--- config.mk ---
export PLATFORM = sky130hd
export DESIGN_NAME = slis_sqrt
export DESIGN_NICKNAME = d
export VERILOG_FILES = /design/src/rtl/slis_pkg.sv /design/src/rtl/slis_sqrt.sv
export SDC_FILE = /design/constraint.sdc
export NUM_CORES = 2
export LEC_CHECK = 0
export BUFFER_PORTS_ARGS = -buffer_cell sky130_fd_sc_hd__buf_2
export CORE_MARGIN = 8
export CORE_UTILIZATION = 55
export DETAILED_ROUTE_END_ITERATION = 8
export PLACE_DENSITY = 0.81
export SLEW_MARGIN = 20
export SYNTH_ARGS = -nofsm -noshare
export SYNTH_HDL_FRONTEND = slang
export SYNTH_SLANG_ARGS = --single-unit
export TNS_END_PERCENT = 1
--- constraint.sdc ---
create_clock -name i_clk -period 4.15 [get_ports i_clk]
set_input_delay 0.415 -clock i_clk [delete_from_list [all_inputs] [get_ports i_clk]]
set_output_delay 0.415 -clock i_clk [all_outputs]
set_load 0.03 [all_outputs]
--- src/rtl/slis_pkg.sv ---
// Shared widths, register codes, reset values and sideband types of the
// spot light incident scale core. No dependencies.
`default_nettype none

package slis_pkg;

    localparam int unsigned PosW      = 32;
    localparam int unsigned AxW       = 16;
    localparam int unsigned DirW      = 16;
    localparam int unsigned DirFracW  = 14;
    localparam int unsigned FallW     = 15;
    localparam int unsigned ScaleW    = 32;
    localparam int unsigned CfgIdxW   = 3;
    localparam int unsigned CfgDataW  = 32;
    localparam int unsigned DiffW     = 33;
    localparam int unsigned AbsW      = 32;
    localparam int unsigned AbsPosW   = 5;
    localparam int unsigned NormW     = 30;
    localparam int unsigned SqW       = 60;
    localparam int unsigned SumW      = 62;
    localparam int unsigned RootW     = 31;
    localparam int unsigned AdW       = 25;
    localparam int unsigned AdSqW     = 50;
    localparam int unsigned DdW       = 52;
    localparam int unsigned NumW      = 45;
    localparam int unsigned DivQW     = 15;
    localparam int unsigned DivRemW   = 31;
    localparam int unsigned ProdW     = 32;
    localparam int unsigned C28W      = 34;
    localparam int unsigned ScaleQW   = 32;

    localparam logic [FallW-1:0] FallOne    = 15'd16384;
    localparam logic [AxW-1:0]   AxisZRst   = 16'd16384;
    localparam logic [AxW-1:0]   CosFullRst = 16'd14115;
    localparam logic [AxW-1:0]   CosEdgeRst = 16'd14189;

    typedef enum logic [CfgIdxW-1:0] {
        CFG_LIGHT_POS_X,
        CFG_LIGHT_POS_Y,
        CFG_LIGHT_POS_Z,
        CFG_AXIS_X,
        CFG_AXIS_Y,
        CFG_AXIS_Z,
        CFG_COS_FULL,
        CFG_COS_EDGE
    } t_cfg_reg;

    typedef struct packed {
        logic [2:0][NormW-1:0] an;
        logic [2:0]            neg;
        logic                  degen;
        logic                  big;
        logic [DdW-1:0]        dd;
    } t_sqrt_side;

    typedef struct packed {
        logic [2:0]     neg;
        logic           degen;
        logic           big;
        logic [DdW-1:0] dd;
    } t_ddiv_side;

    typedef struct packed {
        logic [2:0][DirW-1:0] dir;
        logic                 degen;
        logic                 big;
        logic [DdW-1:0]       dd;
        logic                 fix;
        logic                 fix_one;
    } t_fdiv_side;

    typedef struct packed {
        logic [2:0][DirW-1:0] dir;
        logic [FallW-1:0]     fall;
        logic                 degen;
        logic                 sat;
        logic                 zero;
    } t_sdiv_side;

endpackage

`default_nettype wire

--- src/rtl/slis_sqrt.sv ---
// Pipelined integer square root, one result bit per stage, with sideband.
// Depends on slis_pkg for the operand and root widths.
`default_nettype none

module slis_sqrt #(
    parameter int unsigned SW = 1
) (
    input  logic                          i_clk,
    input  logic                          i_rst_n,
    input  logic                          i_en,
    input  logic                          i_vld,
    input  logic [slis_pkg::SumW-1:0]     i_x,
    input  logic [SW-1:0]                 i_side,
    output logic                          o_vld,
    output logic [slis_pkg::RootW-1:0]    o_root,
    output logic [SW-1:0]                 o_side
);
    localparam int unsigned XW  = slis_pkg::SumW;
    localparam int unsigned RtW = slis_pkg::RootW;
    localparam int unsigned RmW = RtW + 2;
    localparam int unsigned TW  = RmW + 2;

    logic           r_vld  [RtW];
    logic [XW-1:0]  r_x    [RtW];
    logic [RmW-1:0] r_rem  [RtW];
    logic [RtW-1:0] r_root [RtW];
    logic [SW-1:0]  r_side [RtW];

    for (genvar k = 0; k < RtW; k++) begin : g_stage
        logic           w_vld;
        logic [XW-1:0]  w_x;
        logic [RmW-1:0] w_rem;
        logic [RtW-1:0] w_root;
        logic [SW-1:0]  w_side;
        logic [TW-1:0]  w_t;
        logic [TW-1:0]  w_trial;
        logic           w_ge;
        logic [RmW-1:0] n_rem;

        if (k == 0) begin : g_first
            assign w_vld  = i_vld;
            assign w_x    = i_x;
            assign w_rem  = '0;
            assign w_root = '0;
            assign w_side = i_side;
        end else begin : g_next
            assign w_vld  = r_vld[k-1];
            assign w_x    = r_x[k-1];
            assign w_rem  = r_rem[k-1];
            assign w_root = r_root[k-1];
            assign w_side = r_side[k-1];
        end

        assign w_t     = {w_rem, w_x[XW-1:XW-2]};
        assign w_trial = {2'b00, w_root, 2'b01};
        assign w_ge    = w_t >= w_trial;
        assign n_rem   = w_ge ? RmW'(w_t - w_trial) : w_t[RmW-1:0];

        always_ff @(posedge i_clk) begin
            if (!i_rst_n) begin
                r_vld[k] <= 1'b0;
            end else if (i_en) begin
                r_vld[k] <= w_vld;
            end
        end

        always_ff @(posedge i_clk) begin
            if (i_en) begin
                r_x[k]    <= {w_x[XW-3:0], 2'b00};
                r_rem[k]  <= n_rem;
                r_root[k] <= {w_root[RtW-2:0], w_ge};
                r_side[k] <= w_side;
            end
        end
    end

    assign o_vld  = r_vld[RtW-1];
    assign o_root = r_root[RtW-1];
    assign o_side = r_side[RtW-1];

endmodule

`default_nettype wire

**Word-level counts from Yosys, hierarchy flattened**

Memory sizes are Yosys's and may differ from the RTL's.
Index checks and enable logic that the tools add are counted.

- Register bits after elaboration: 0
- RAM bits: 3906
- Bits of input ports: 67
- Output and inout port bits: 33
- Word-level logic and storage cells: 165
- Memories: 5

Memory list:

| memory | words | width | read ports | clocked after Yosys merged registers in | wr ports | RTL line | source |
|---|---|---|---|---|---|---|---|
| r_x | 31 | 60 | 30 | 0 | 31 | slis_sqrt.sv:24 | `logic [XW-1:0] r_x [RtW];` |
| r_rem | 31 | 33 | 30 | 0 | 31 | slis_sqrt.sv:25 | `logic [RmW-1:0] r_rem [RtW];` |
| r_root | 31 | 31 | 31 | 0 | 31 | slis_sqrt.sv:26 | `logic [RtW-1:0] r_root [RtW];` |
| r_side | 31 | 1 | 31 | 0 | 31 | slis_sqrt.sv:27 | `logic [SW-1:0] r_side [RtW];` |
| r_vld | 31 | 1 | 31 | 0 | 31 | slis_sqrt.sv:23 | `logic r_vld [RtW];` |

- Add/subtract/negate cells: 31
- Magnitude comparators: 31
- Multiplexer cells: 67
- Bitwise gates (word level): 31

Operators by type and width:

| cell | count |
|---|---|
| 35-bit by 33-bit >= comparator with 1-bit output | 30 |
| 33-bit 2-to-1 mux | 31 |
| 33-bit subtractor | 30 |
| 1-bit 2-to-1 mux | 36 |
| 1-bit OR | 31 |
| 2-bit by 1-bit subtractor with 3-bit output (second input constant) | 1 |
| 2-bit by 1-bit >= comparator with 1-bit output (second input constant) | 1 |

**Depth between registers and ports, before layout**

- Depth in word-level cells: 4
- Mapped depth: 15
- Gate-level depth less buffers: 13

**Worst setup path before layout**

Ideal clock, no wire load.

- Kind: register to register
- From: memory r_rem[1][35] (netlist bit)
- To: memory r_rem[1][75] (netlist bit) (data pin)
- Arrival time: 3.332 ns
- Data required time: 3.890 ns
- Path slack: 0.558 ns
- Cell stages (with the launch flop): 11
- Path buffers: 1
- Clock period less this slack: 3.592 ns
- Cells stage by stage: edfxtp_1 -> ha_1 -> a21o_1 -> a21o_1 -> a211oi_1 -> o221ai_1 -> a221o_1 -> a21o_1 -> a211oi_1 -> clkbuf_1 -> mux2_2

RTL lines:

| element | RTL line |
|---|---|
| start: declaration | slis_sqrt.sv:25 |

==> impl_metrics.toml <==
[timing]
finalHoldViolations = 0
tightestPinTransition_ns = 1.04
finClkSkew_ns = 0.0531
rsz0062_at_grt = "no"
maxSlewHeadroom_pct = 28.5
period_needed_ns = 3.85
slew_violations = 0
setup_viol = 0
period_share_pct = 92.7
fmax_mhz = 260
fin_tns_setup_ns = 0
hold_ws_ns = 0.103

[synth]
ys_ff_latch = 2430
yosysWarnings = 0
synth_top_area_cell = "edfxtp_1"
synth.most_common_cell = "edfxtp_1"
avgSynthCellArea_um2 = 13.1
ys_seq_area_share_pct = 65.4
ys_async_sr_fraction_pct = 0
synthTopCellsByCount = "2429 x edfxtp_1, 662 x inv_1, 617 x nand2_1"
synth_nets = 9105
syn_inst = 8510
mappedNetlistArea_um2 = 112000
synth_area_leaders = "edfxtp_1 65%, ha_1 5.9%, xnor2_1 3.0%"
synth_edf_count = 2429
ys_types = 88
synth_ff_type = "edfxtp_1"
synth_top_area_share_pct = 65.3

[final_layout]
final_cell_count_no_fill = 11800
final_area_um2 = 125000
fillers = 14800
drive_above_1_share_pct = 8.35
multi_input_area_um2 = 35600
fin_util_pct = 61.9
area_growth_pct = 12.0
seq_area_um2 = 73000
final_nets = 9499

[worst_setup_path]
start_kind = "register"
critPathKind = "register to register"
endpoint_kind = "register"
crit_chain = "ha_1 -> o211ai_1 -> a21o_1 -> a31oi_1 -> o2111ai_1 -> a31oi_1 -> nand3_1 -> and3_1 -> or2_2 -> or4b_2 -> xnor2_1"
r2r-end = "r_rem[1][257]"
required_ns = 4.75
reg2reg_depth = 11
critPathTopFamily = "simple AND/OR/NAND/NOR gates"
r2r_slack_ns = 0.30
arrival_ns = 4.45
critPathSlowestCell = "or4b_2"
max_stage_delay_ns = 0.63
worst-path-buf-inv = 0
cp_max_fo = 6
timing.rr.start = "r_rem[1][199]"
path_common_cell = "a31oi_1"

[global_routing]
grt_overflow_total = 0
first_global_vias = 67000
antenna_found_initial = 6
grt_pass1_wl_mm = 355
grt_max_degree = 133
track_usage_pct = 20.3

[place]
place_inst = 11300
dpl.hpwl_mm = 161
io_buffers = 99
dpl_cell_area_um2 = 116000
routabilityCongestion = 0.917

[routing]
drc = 0
drt_wl_total_mm = 225
drt_iter0_drc = 5680
post_drt_wl_per_cell_um = 19.1
ant_nets = 0
viasPerCell = 5.72
first_pass_iters = 9
vias = 67300

[floorplan]
core_area_um2 = 202000
fp.dieW_um = 467
die_area_um2 = 218000
initial_core_util_pct = 55.3
rows = 165
pin_count = 100
die_h_um = 467

[run_status]
status = "finished clean"

[hold_path]
min_from = "i_en"
holdPathStages = 1
hold-path-endpoint = "r_x[0][68]"
hold_path.class = "primary input to register"

[clocking]
max-clock-path-buffers = 3
cts_max_level = 4
cts.sinks = 2430
ctsRootBufferMaster = "clkbuf_16"
numCtsBuffers = 240
clk_latency_ns = 0.90
cts_tree = "done"
clk_pin_slew_ns = 0.06

[power_and_ir_drop]
ir_drop_mv = 0.452
p_per_area_nw_per_um2 = 541
p_leak_nw = 47.8

[job]
cap_violations = 0
[layout make-up]
class	count	area share [%]
Sequential cell	2430	58.4
Clock inverter	147	1.34
Timing Repair Buffer	314	2.14
Multi-Input combinational cell	5253	28.5
Clock buffer	289	4.98
Tap cell	2672	2.67
Inverter	665	2.00
Antenna cell	4	0.00801
[sequential cells by signal, summed over array words and instances (netlist names)]
register	cells
r_rem	942
r_side	31
r_vld	31
r_x	930
r_root	496
[cell families (layout without fill, tap and decap cells)]
family | count (synthesis) | count (layout) | share of synthesized area, %
AOI/OAI and AO/OA | 1664 | 1664 | 9.30
xor gates and xnor gates | 751 | 751 | 5.89
adders and majority gates | 528 | 528 | 5.92
buffers and inverters | 827 | 1415 | 2.80
DFF | 2430 | 2430 | 65.4
muxes | 74 | 74 | 0.731
other | 1 | 5 | 0.00336
and+or+nand+nor | 2235 | 2235 | 10.0
[per-layer routing]
layer  GRT usage [%]  wire length, µm
met1            24.5            88600
met2            36.0           114000
met3            3.14            12000
met4            8.98            10500
met5               0                6
[stage by stage]
step	setup WS [ns]	total power [mW]
3_5_place_dp	0.219	46.2
3_3_place_gp	0.398	45.8
5_1_grt	0.0332	70.8
2_1_floorplan	0.558	41.9
6_report	0.302	67.6
4_1_cts	0.195	68.0
[power breakdown]
part / switching [mW] / leakage, nW / total, mW / internal [mW]
logic: 7.54 / 20.5 / 13.1 / 5.51
clock network: 9.13 / 3.82 / 21.6 / 12.4
registers: 2.12 / 23.4 / 33.0 / 30.9
total: 18.8 / 47.8 / 67.6 / 48.8
[worst max-delay path by stage]
stage               endpoint           from  slack (ns)  depth (start not counted)
2_1_floorplan   r_rem[1][75]   r_rem[1][35]        0.56                         10
3_3_place_gp   r_rem[1][362]  r_rem[1][297]        0.40                         12
3_5_place_dp   r_rem[1][107]   r_rem[1][67]        0.22                         12
4_1_cts        r_rem[1][100]   r_rem[1][69]        0.19                         12
5_1_grt        r_rem[1][257]  r_rem[1][199]        0.03                         11
6_report       r_rem[1][257]  r_rem[1][199]        0.30                         11
[what timing repair did]
item,4_1_cts,5_1_grt
endpoints found under the setup margin,0,15
buffers inserted,0,3
gates resized for setup,0,2
hold buffers,66,0
endpoints found under the hold margin,66,0
[placed cells by master, fill, tap and decap left out, types with 98 or more instances in the layout]
cell type and instances:
nor2_1 491, nand2_1 617, nor4_1 98, ha_1 528
a21oi_1 467, a21o_1 204, inv_1 662, nand3_1 122
buf_2 98, nor3_1 207, nand2b_1 116, xnor2_1 383
buf_4 118, xor2_1 368, edfxtp_1 2429, o21ai_0 465
clkbuf_16 241
No activity file was read; power rests on OpenSTA's default activity.
