<file path="src/rtl/slis_div.sv">
// Pipelined restoring divider, one quotient bit per stage, lanes share a
// divisor. Standalone; widths come from the parameters.
`default_nettype none

module slis_div #(
    parameter int unsigned Lanes = 1,
    parameter int unsigned QW    = 15,
    parameter int unsigned RW    = 31,
    parameter int unsigned SW    = 1
) (
    input  logic                         i_clk,
    input  logic                         i_rst_n,
    input  logic                         i_en,
    input  logic                         i_vld,
    input  logic [Lanes-1:0][RW-1:0]     i_rem,
    input  logic [Lanes-1:0][QW-1:0]     i_num,
    input  logic [RW-1:0]                i_den,
    input  logic [SW-1:0]                i_side,
    output logic                         o_vld,
    output logic [Lanes-1:0][QW-1:0]     o_quo,
    output logic [SW-1:0]                o_side
);
    logic                     r_vld  [QW];
    logic [Lanes-1:0][RW-1:0] r_rem  [QW];
    logic [Lanes-1:0][QW-1:0] r_nq   [QW];
    logic [RW-1:0]            r_den  [QW];
    logic [SW-1:0]            r_side [QW];

    for (genvar k = 0; k < QW; k++) begin : g_stage
        logic                     w_vld;
        logic [Lanes-1:0][RW-1:0] w_rem;
        logic [Lanes-1:0][QW-1:0] w_nq;
        logic [RW-1:0]            w_den;
        logic [SW-1:0]            w_side;
        logic [Lanes-1:0][RW-1:0] n_rem;
        logic [Lanes-1:0][QW-1:0] n_nq;

        if (k == 0) begin : g_first
            assign w_vld  = i_vld;
            assign w_rem  = i_rem;
            assign w_nq   = i_num;
            assign w_den  = i_den;
            assign w_side = i_side;
        end else begin : g_next
            assign w_vld  = r_vld[k-1];
            assign w_rem  = r_rem[k-1];
            assign w_nq   = r_nq[k-1];
            assign w_den  = r_den[k-1];
            assign w_side = r_side[k-1];
        end

        for (genvar l = 0; l < Lanes; l++) begin : g_lane
            logic [RW:0] w_t;
            logic        w_ge;

            assign w_t      = {w_rem[l], w_nq[l][QW-1]};
            assign w_ge     = w_t >= {1'b0, w_den};
            assign n_rem[l] = w_ge ? RW'(w_t - {1'b0, w_den}) : w_t[RW-1:0];
            assign n_nq[l]  = {w_nq[l][QW-2:0], w_ge};
        end

        always_ff @(posedge i_clk) begin
            if (!i_rst_n) begin
                r_vld[k] <= 1'b0;
            end else if (i_en) begin
                r_vld[k] <= w_vld;
            end
        end

        always_ff @(posedge i_clk) begin
            if (i_en) begin
                r_rem[k]  <= n_rem;
                r_nq[k]   <= n_nq;
                r_den[k]  <= w_den;
                r_side[k] <= w_side;
            end
        end
    end

    assign o_vld  = r_vld[QW-1];
    assign o_quo  = r_nq[QW-1];
    assign o_side = r_side[QW-1];

endmodule

`default_nettype wire

</file>
<file path="config.mk">
export PLATFORM = sky130hd
export DESIGN_NAME = slis_div
export DESIGN_NICKNAME = d
export VERILOG_FILES = /design/src/rtl/slis_div.sv
export SDC_FILE = /design/constraint.sdc
export NUM_CORES = 2
export LEC_CHECK = 0
export BUFFER_PORTS_ARGS = -buffer_cell sky130_fd_sc_hd__buf_2
export CORE_MARGIN = 4
export CORE_UTILIZATION = 46
export CTS_CLUSTER_DIAMETER = 30
export CTS_CLUSTER_SIZE = 24
export DETAILED_ROUTE_END_ITERATION = 8
export PLACE_DENSITY_LB_ADDON = 0.05
export SYNTH_ARGS = -nofsm -noshare
export SYNTH_HDL_FRONTEND = slang
export SYNTH_SLANG_ARGS = --single-unit
</file>
<file path="constraint.sdc">
create_clock -name i_clk -period 6.62 [get_ports i_clk]
set_clock_uncertainty 0.05 [all_clocks]
set_input_delay 1.324 -clock i_clk [delete_from_list [all_inputs] [get_ports i_clk]]
set_output_delay 1.324 -clock i_clk [all_outputs]
set_load 0.02 [all_outputs]
</file>
# Word level (Yosys, flattened, before mapping)
# Memory sizes are Yosys's and may differ from the RTL's.
# Cells that the tools add are included.
[classes]
add_sub_neg = 15
mul = 0
div = 0
n_lt_le_gt_ge = 15
n_eq_ne = 0
n_shift = 0
mux = 35
n_bitwise = 15
reduce_logical = 0
[ops]
columns = ["op", "count"]
rows = [
  ["$ge 32x31->1", 15],
  ["$mux 31", 15],
  ["$sub 31x31->31", 15],
  ["$mux 1", 20],
  ["$or 1x1->1", 15],
]
[word_totals]
reg_bits = 0
latchBits = 0
mem_bits_rw = 1185
romBits = 0
in_bits = 82
wordCells = 85
n_memories = 5
[mem_list]
columns = ["memory", "words", "width", "read_ports", "rd_clocked_by_memory_dff", "write_ports", "line_no", "rtl"]
rows = [
  ["r_den", 15, 31, 14, 0, 15, "26", "logic [RW-1:0] r_den [QW];"],
  ["r_rem", 15, 31, 14, 0, 15, "24", "logic [Lanes-1:0][RW-1:0] r_rem [QW];"],
  ["r_nq", 15, 15, 15, 0, 15, "25", "logic [Lanes-1:0][QW-1:0] r_nq [QW];"],
  ["r_side", 15, 1, 15, 0, 15, "27", "logic [SW-1:0] r_side [QW];"],
  ["r_vld", 15, 1, 15, 0, 15, "23", "logic r_vld [QW];"],
]

# Depth between registers and ports, before layout
[depth]
ltp_word = 4
depth_mapped = 16
ltp_nobuf = 14

# Least setup slack after synthesis
# Ideal clock, no wire load.
[synth_path]
kind = "input port to flip-flop"
startpoint = "input port i_den[2]"
endpoint = "memory r_rem[0][0] (netlist bit) (data pin)"
setup_time_ns = 0.267
arrival_ns = 3.649
t_required_ns = 6.303
slack_ns = 2.654
path_stages = 14
n_path_buf = 2
cell_sequence = "inv_1 ha_1 nor2b_1 o21ai_0 a21oi_1 o21ai_0 a21o_1 a21oi_1 o211ai_1 a21oi_1 o32ai_1 clkbuf_1 clkbuf_1 o21ai_0"
[synth_rtl]
columns = ["item", "line_no", "rtl"]
rows = [
  ["from (decl)", "17", "input logic [RW-1:0] i_den,"],
  ["to (decl)", "24", ""],
]

==> results_tabular.tex <==
\begin{tabular}{lr}
\hline
Metric & Value \\
\hline
\multicolumn{2}{l}{\textbf{STA}} \\
\quad Max-slew headroom & 0.310 \\
\quad Hold\_ws & $\sim$0.33 ns \\
\quad Final hold viol count & 0 \\
\quad Tightest Pin Transition & about 1.0 ns \\
\quad Setup-failing EPs final & 0 \\
\quad Ratio of final minimum period to clock period & 0.714 \\
\quad Achievable frequency & 211 MHz \\
\quad Unrepaired setup endpoints after global routing & false \\
\quad Final min period & between 4 and 5 ns \\
\quad Pins over their slew limit & 0 \\
\quad TNS Setup & 0 ns \\
\quad Final Worst Setup Slack & between 1.5 and 2 ns \\
\multicolumn{2}{l}{\textbf{CTS}} \\
\quad Maximum number of buffers from clock root to sink & 4 \\
\quad Clock transition at path regs & approximately 0.050 ns \\
\quad Clock tree from TritonCTS & done \\
\quad CTS buffer count & roughly 290 \\
\quad Buffer cell driving the clock tree root & sky130\_fd\_sc\_hd\_\_clkbuf\_16 \\
\quad Clock latency of the later-clocked register in the worst-skew pair & around 0.86 ns \\
\quad H-tree Lvls & 5 \\
\quad Hold-fix buffer count after cts & 0 \\
\quad Number of gates given a new drive strength after cts & 0 \\
\quad Post-CTS Setup Inserts & 0 \\
\quad TritonCTS sink count & between 1000 and 1500 \\
\multicolumn{2}{l}{\textbf{Logic synthesis}} \\
\quad Most instantiated library cell after synthesis & sky130\_fd\_sc\_hd\_\_edfxtp\_1 \\
\quad Share of the synthesized area in compound gates (AO/OA/AOI/OAI) & 0.149 \\
\quad Yosys warnings & 0 \\
\quad Post-synthesis cell type count & 86 \\
\quad Sequential fraction of the synthesis area & 0.541 \\
\quad Multiplexer area fraction after synthesis & 0.0280 \\
\quad Combinational family with the most area after synthesis & compound AO/OA/AOI/OAI gates \\
\quad Commonest cells in the netlist & sky130\_fd\_sc\_hd\_\_edfxtp\_1 (1122), sky130\_fd\_sc\_hd\_\_inv\_1 (588), sky130\_fd\_sc\_hd\_\_a21oi\_1 (474), sky130\_fd\_sc\_hd\_\_ha\_1 (465), sky130\_fd\_sc\_hd\_\_nand2\_1 (402) \\
\quad Cell types with the largest area share after synthesis & sky130\_fd\_sc\_hd\_\_edfxtp\_1 (54\%), sky130\_fd\_sc\_hd\_\_ha\_1 (9.3\%), sky130\_fd\_sc\_hd\_\_a21oi\_1 (3.8\%) \\
\quad Share of Yosys cell area claimed by the top area cell type & 0.541 \\
\quad Post-synthesis register bit count & 1123 \\
\quad Number of enable-type register cells in the synthesized netlist & about 1100 \\
\quad Number of cells produced by synthesis & around 5500 \\
\quad Synth Area in Simple Gates & 0.0888 \\
\quad Syn Nets & about 6000 \\
\quad Post-synth top area cell & sky130\_fd\_sc\_hd\_\_edfxtp\_1 \\
\quad Share of flip-flops with an asynchronous set or reset after synthesis & 0 \\
\quad Adder and majority cell fraction of the synthesized area & 0.0979 \\
\quad Mapped Avg Cell Area & 11.3 sq um \\
\quad Synth Flop Type & sky130\_fd\_sc\_hd\_\_edfxtp\_1 \\
\quad Cell area after synthesis & approximately 62000 sq um \\
\quad Post-synthesis share of cell area spent on xor and xnor gates & 0.0523 \\
\multicolumn{2}{l}{\textbf{Setup path}} \\
\quad CP Launch Type & flop \\
\quad Reg-to-reg endpoint & r\_rem[0][153] \\
\quad Slowest stage cell, crit path & sky130\_fd\_sc\_hd\_\_a2111oi\_0 \\
\quad Depth of the worst register-to-register path & 14 \\
\quad Kind of end point of the critical path & flop \\
\quad Worst-path fanout max & 54 \\
\quad Delay of the slowest cell on the worst path & approximately 0.86 ns \\
\quad Required time worst endpoint & $\sim$7.2 ns \\
\quad Buffers and inverters on the worst path & 1 \\
\quad Reg2reg setup slack & roughly 1.9 ns \\
\quad Worst path depth & 14 \\
\quad Family with the most delay on the worst path & compound AO/OA/AOI/OAI gates \\
\quad Arrival time of the worst setup path & 5.33 ns \\
\quad Kind of critical path & flop to flop \\
\quad Worst flop-to-flop path startpoint & r\_den[0][93] \\
\quad Cells traversed along the worst timing path & ha\_1 > fa\_1 > nor2b\_1 > o21ai\_1 > a21boi\_1 > o21ai\_0 > a21oi\_1 > a31oi\_1 > a2111oi\_0 > o22ai\_4 > buf\_4 > or4b\_1 > o311a\_1 > o211ai\_1 \\
\multicolumn{2}{l}{\textbf{Global route}} \\
\quad Via count of the first global-routing pass & between 40000 and 50000 \\
\quad Wire length of the first global-routing pass & between 200000 and 250000 microns \\
\quad Largest net degree at the start of global routing & between 150 and 200 \\
\quad Number of antenna violations at the first check in global routing & 1 \\
\quad Remaining global-route overflow & 0 \\
\quad Overall routing resource usage & 0.193 \\
\multicolumn{2}{l}{\textbf{Floorplan}} \\
\quad Die Span X & 376 microns \\
\quad Starting Density & 0.465 \\
\quad Row count & 134 \\
\quad Area of the core & between 100000 and 150000 sq um \\
\quad Die Height & around 380 microns \\
\quad Count of boundary I/O pins & just under 100 \\
\quad Die area & about 140000 sq um \\
\multicolumn{2}{l}{\textbf{Flow run}} \\
\quad Number of violations of the max-capacitance limit & 0 \\
\multicolumn{2}{l}{\textbf{Layout}} \\
\quad Nets & 6379 \\
\quad Area Overhead vs Synth & 19.2\% \\
\quad Ratio of cells with drive above 1 in the final layout & 0.120 \\
\multicolumn{2}{l}{\textbf{Detailed routing}} \\
\quad Remaining antenna violation count & 0 \\
\quad Drt drc & 0 \\
\quad Total via count in the routed design & roughly 41000 \\
\quad Average via count per standard cell & 5.33 \\
\quad Total wire length after detailed routing & between 100000 and 150000 microns \\
\quad Total iterations of the first detailed-routing run & 6 \\
\quad Drt wl/cell & around 18 microns \\
\quad Detailed router's first-iteration violation count & about 1900 \\
\multicolumn{2}{l}{\textbf{Outcome}} \\
\quad Result of the run & finished clean \\
\multicolumn{2}{l}{\textbf{Place}} \\
\quad Worst slack, placed & $\sim$1.9 ns \\
\quad Placer Congestion & about 0.94 \\
\quad HPWL after detailed placement & 103000 microns \\
\quad Quantity of I/O buffers inserted on ports & 98 \\
\multicolumn{2}{l}{\textbf{Pwr}} \\
\quad Power density normalized to cell area & 527 nW/um\^{}2 \\
\quad Static leakage & $\sim$31 nW \\
\quad Maximum resistive drop on vdd & 249 uV \\
\quad Pwr Total & slightly below 40 mW \\
\multicolumn{2}{l}{\textbf{Hold path}} \\
\quad Hold Path Sink & r\_nq[0][88] \\
\quad Cell depth of the worst hold path & 0 \\
\quad Worst hold start & r\_nq[0][72] \\
\quad Kind of path behind the tightest hold check & flop to flop \\
\hline
\end{tabular}
## worst max-delay path by stage
| stage | start | to | slack, ns |
|---|---|---|---|
| floorplan | i_den[2] | r_rem[0][0] | 2.65 |
| global placement | i_num[14] | r_rem[0][26] | 1.85 |
| detailed placement | i_rem[1] | r_rem[0][26] | 1.88 |
| CTS | r_den[0][93] | r_rem[0][153] | 1.85 |
| global route | r_den[0][93] | r_rem[0][153] | 1.49 |
| finish | r_den[0][93] | r_rem[0][153] | 1.89 |
## report_power, final
| group | total, mW | internal (mW) | leakage (nW) | switching [mW] |
|---|---|---|---|---|
| combinational | 14.5 | 6.28 | 15.6 | 8.23 |
| clock | 13.2 | 9.34 | 4.48 | 3.85 |
| sequential | 11.4 | 10.5 | 11.0 | 0.972 |
| total | 39.2 | 26.1 | 31.1 | 13.1 |
## through the flow
step           instance area [sq um]  utilization  instances
2_1_floorplan                  62300            -       5516
3_3_place_gp                   65000        0.485       7296
4_1_cts                        74300        0.554       7782
6_report                       74300        0.554       7786
5_1_grt                        74300        0.554       7785
3_5_place_dp                   65000        0.485       7296
## metal layers
layer / track usage / part of all wire / vias up
met1: 0.184 / 0.36 / 19300
met2: 0.370 / 0.53 / 897
met5: 0 / 0 / -
met3: 0.0385 / 0.038 / 458
li1: - / - / 20800
met4: 0.136 / 0.073 / 0
## final cells by class
| type | count | area [sq um] |
|---|---|---|
| Fill cell | 11400 | 59700 |
| Sequential cell | 1123 | 33700 |
| Multi-Input combinational cell | 3681 | 26000 |
| Clock buffer | 334 | 7530 |
| Tap cell | 1768 | 2210 |
| Inverter | 588 | 2210 |
| Clock inverter | 152 | 1700 |
| Timing Repair Buffer | 136 | 911 |
| Antenna cell | 4 | 10.0 |
## placed cells by master (no fill, tap or decap), drive strengths merged, types with 16 or more instances in the layout
cell         n
a2111oi     17
a211oi      33
a21boi      25
a21o       237
a21oi      475
a31oi       44
and2        16
and3        61
buf        136
bufinv      35
clkbuf     334
clkinv      90
clkinvlp    18
edfxtp    1122
ha         465
inv        597
mux2       144
nand2      402
nand2b      63
nand3       71
nand4       64
nor2       311
nor2b       70
nor3        50
o211ai      22
o21a        48
o21ai      385
o21bai      67
o31ai       23
xnor2      233
xor2       139
## flip-flops by register name, summed over array words and instances, names as in the netlist
name    count
r_vld      15
r_side     15
r_nq      225
r_rem     434
r_den     434
## cells by family (layout without fill, tap and decap cells)
logic type,after synthesis,in the layout
flops,1123,1123
fa+ha+maj,479,479
simple gates,1180,1180
compound gates,1494,1494
other cells,0,4
buf+inv,712,1210
mux,156,156
xor+xnor,372,372
Power figures use the tool's default switching activity.
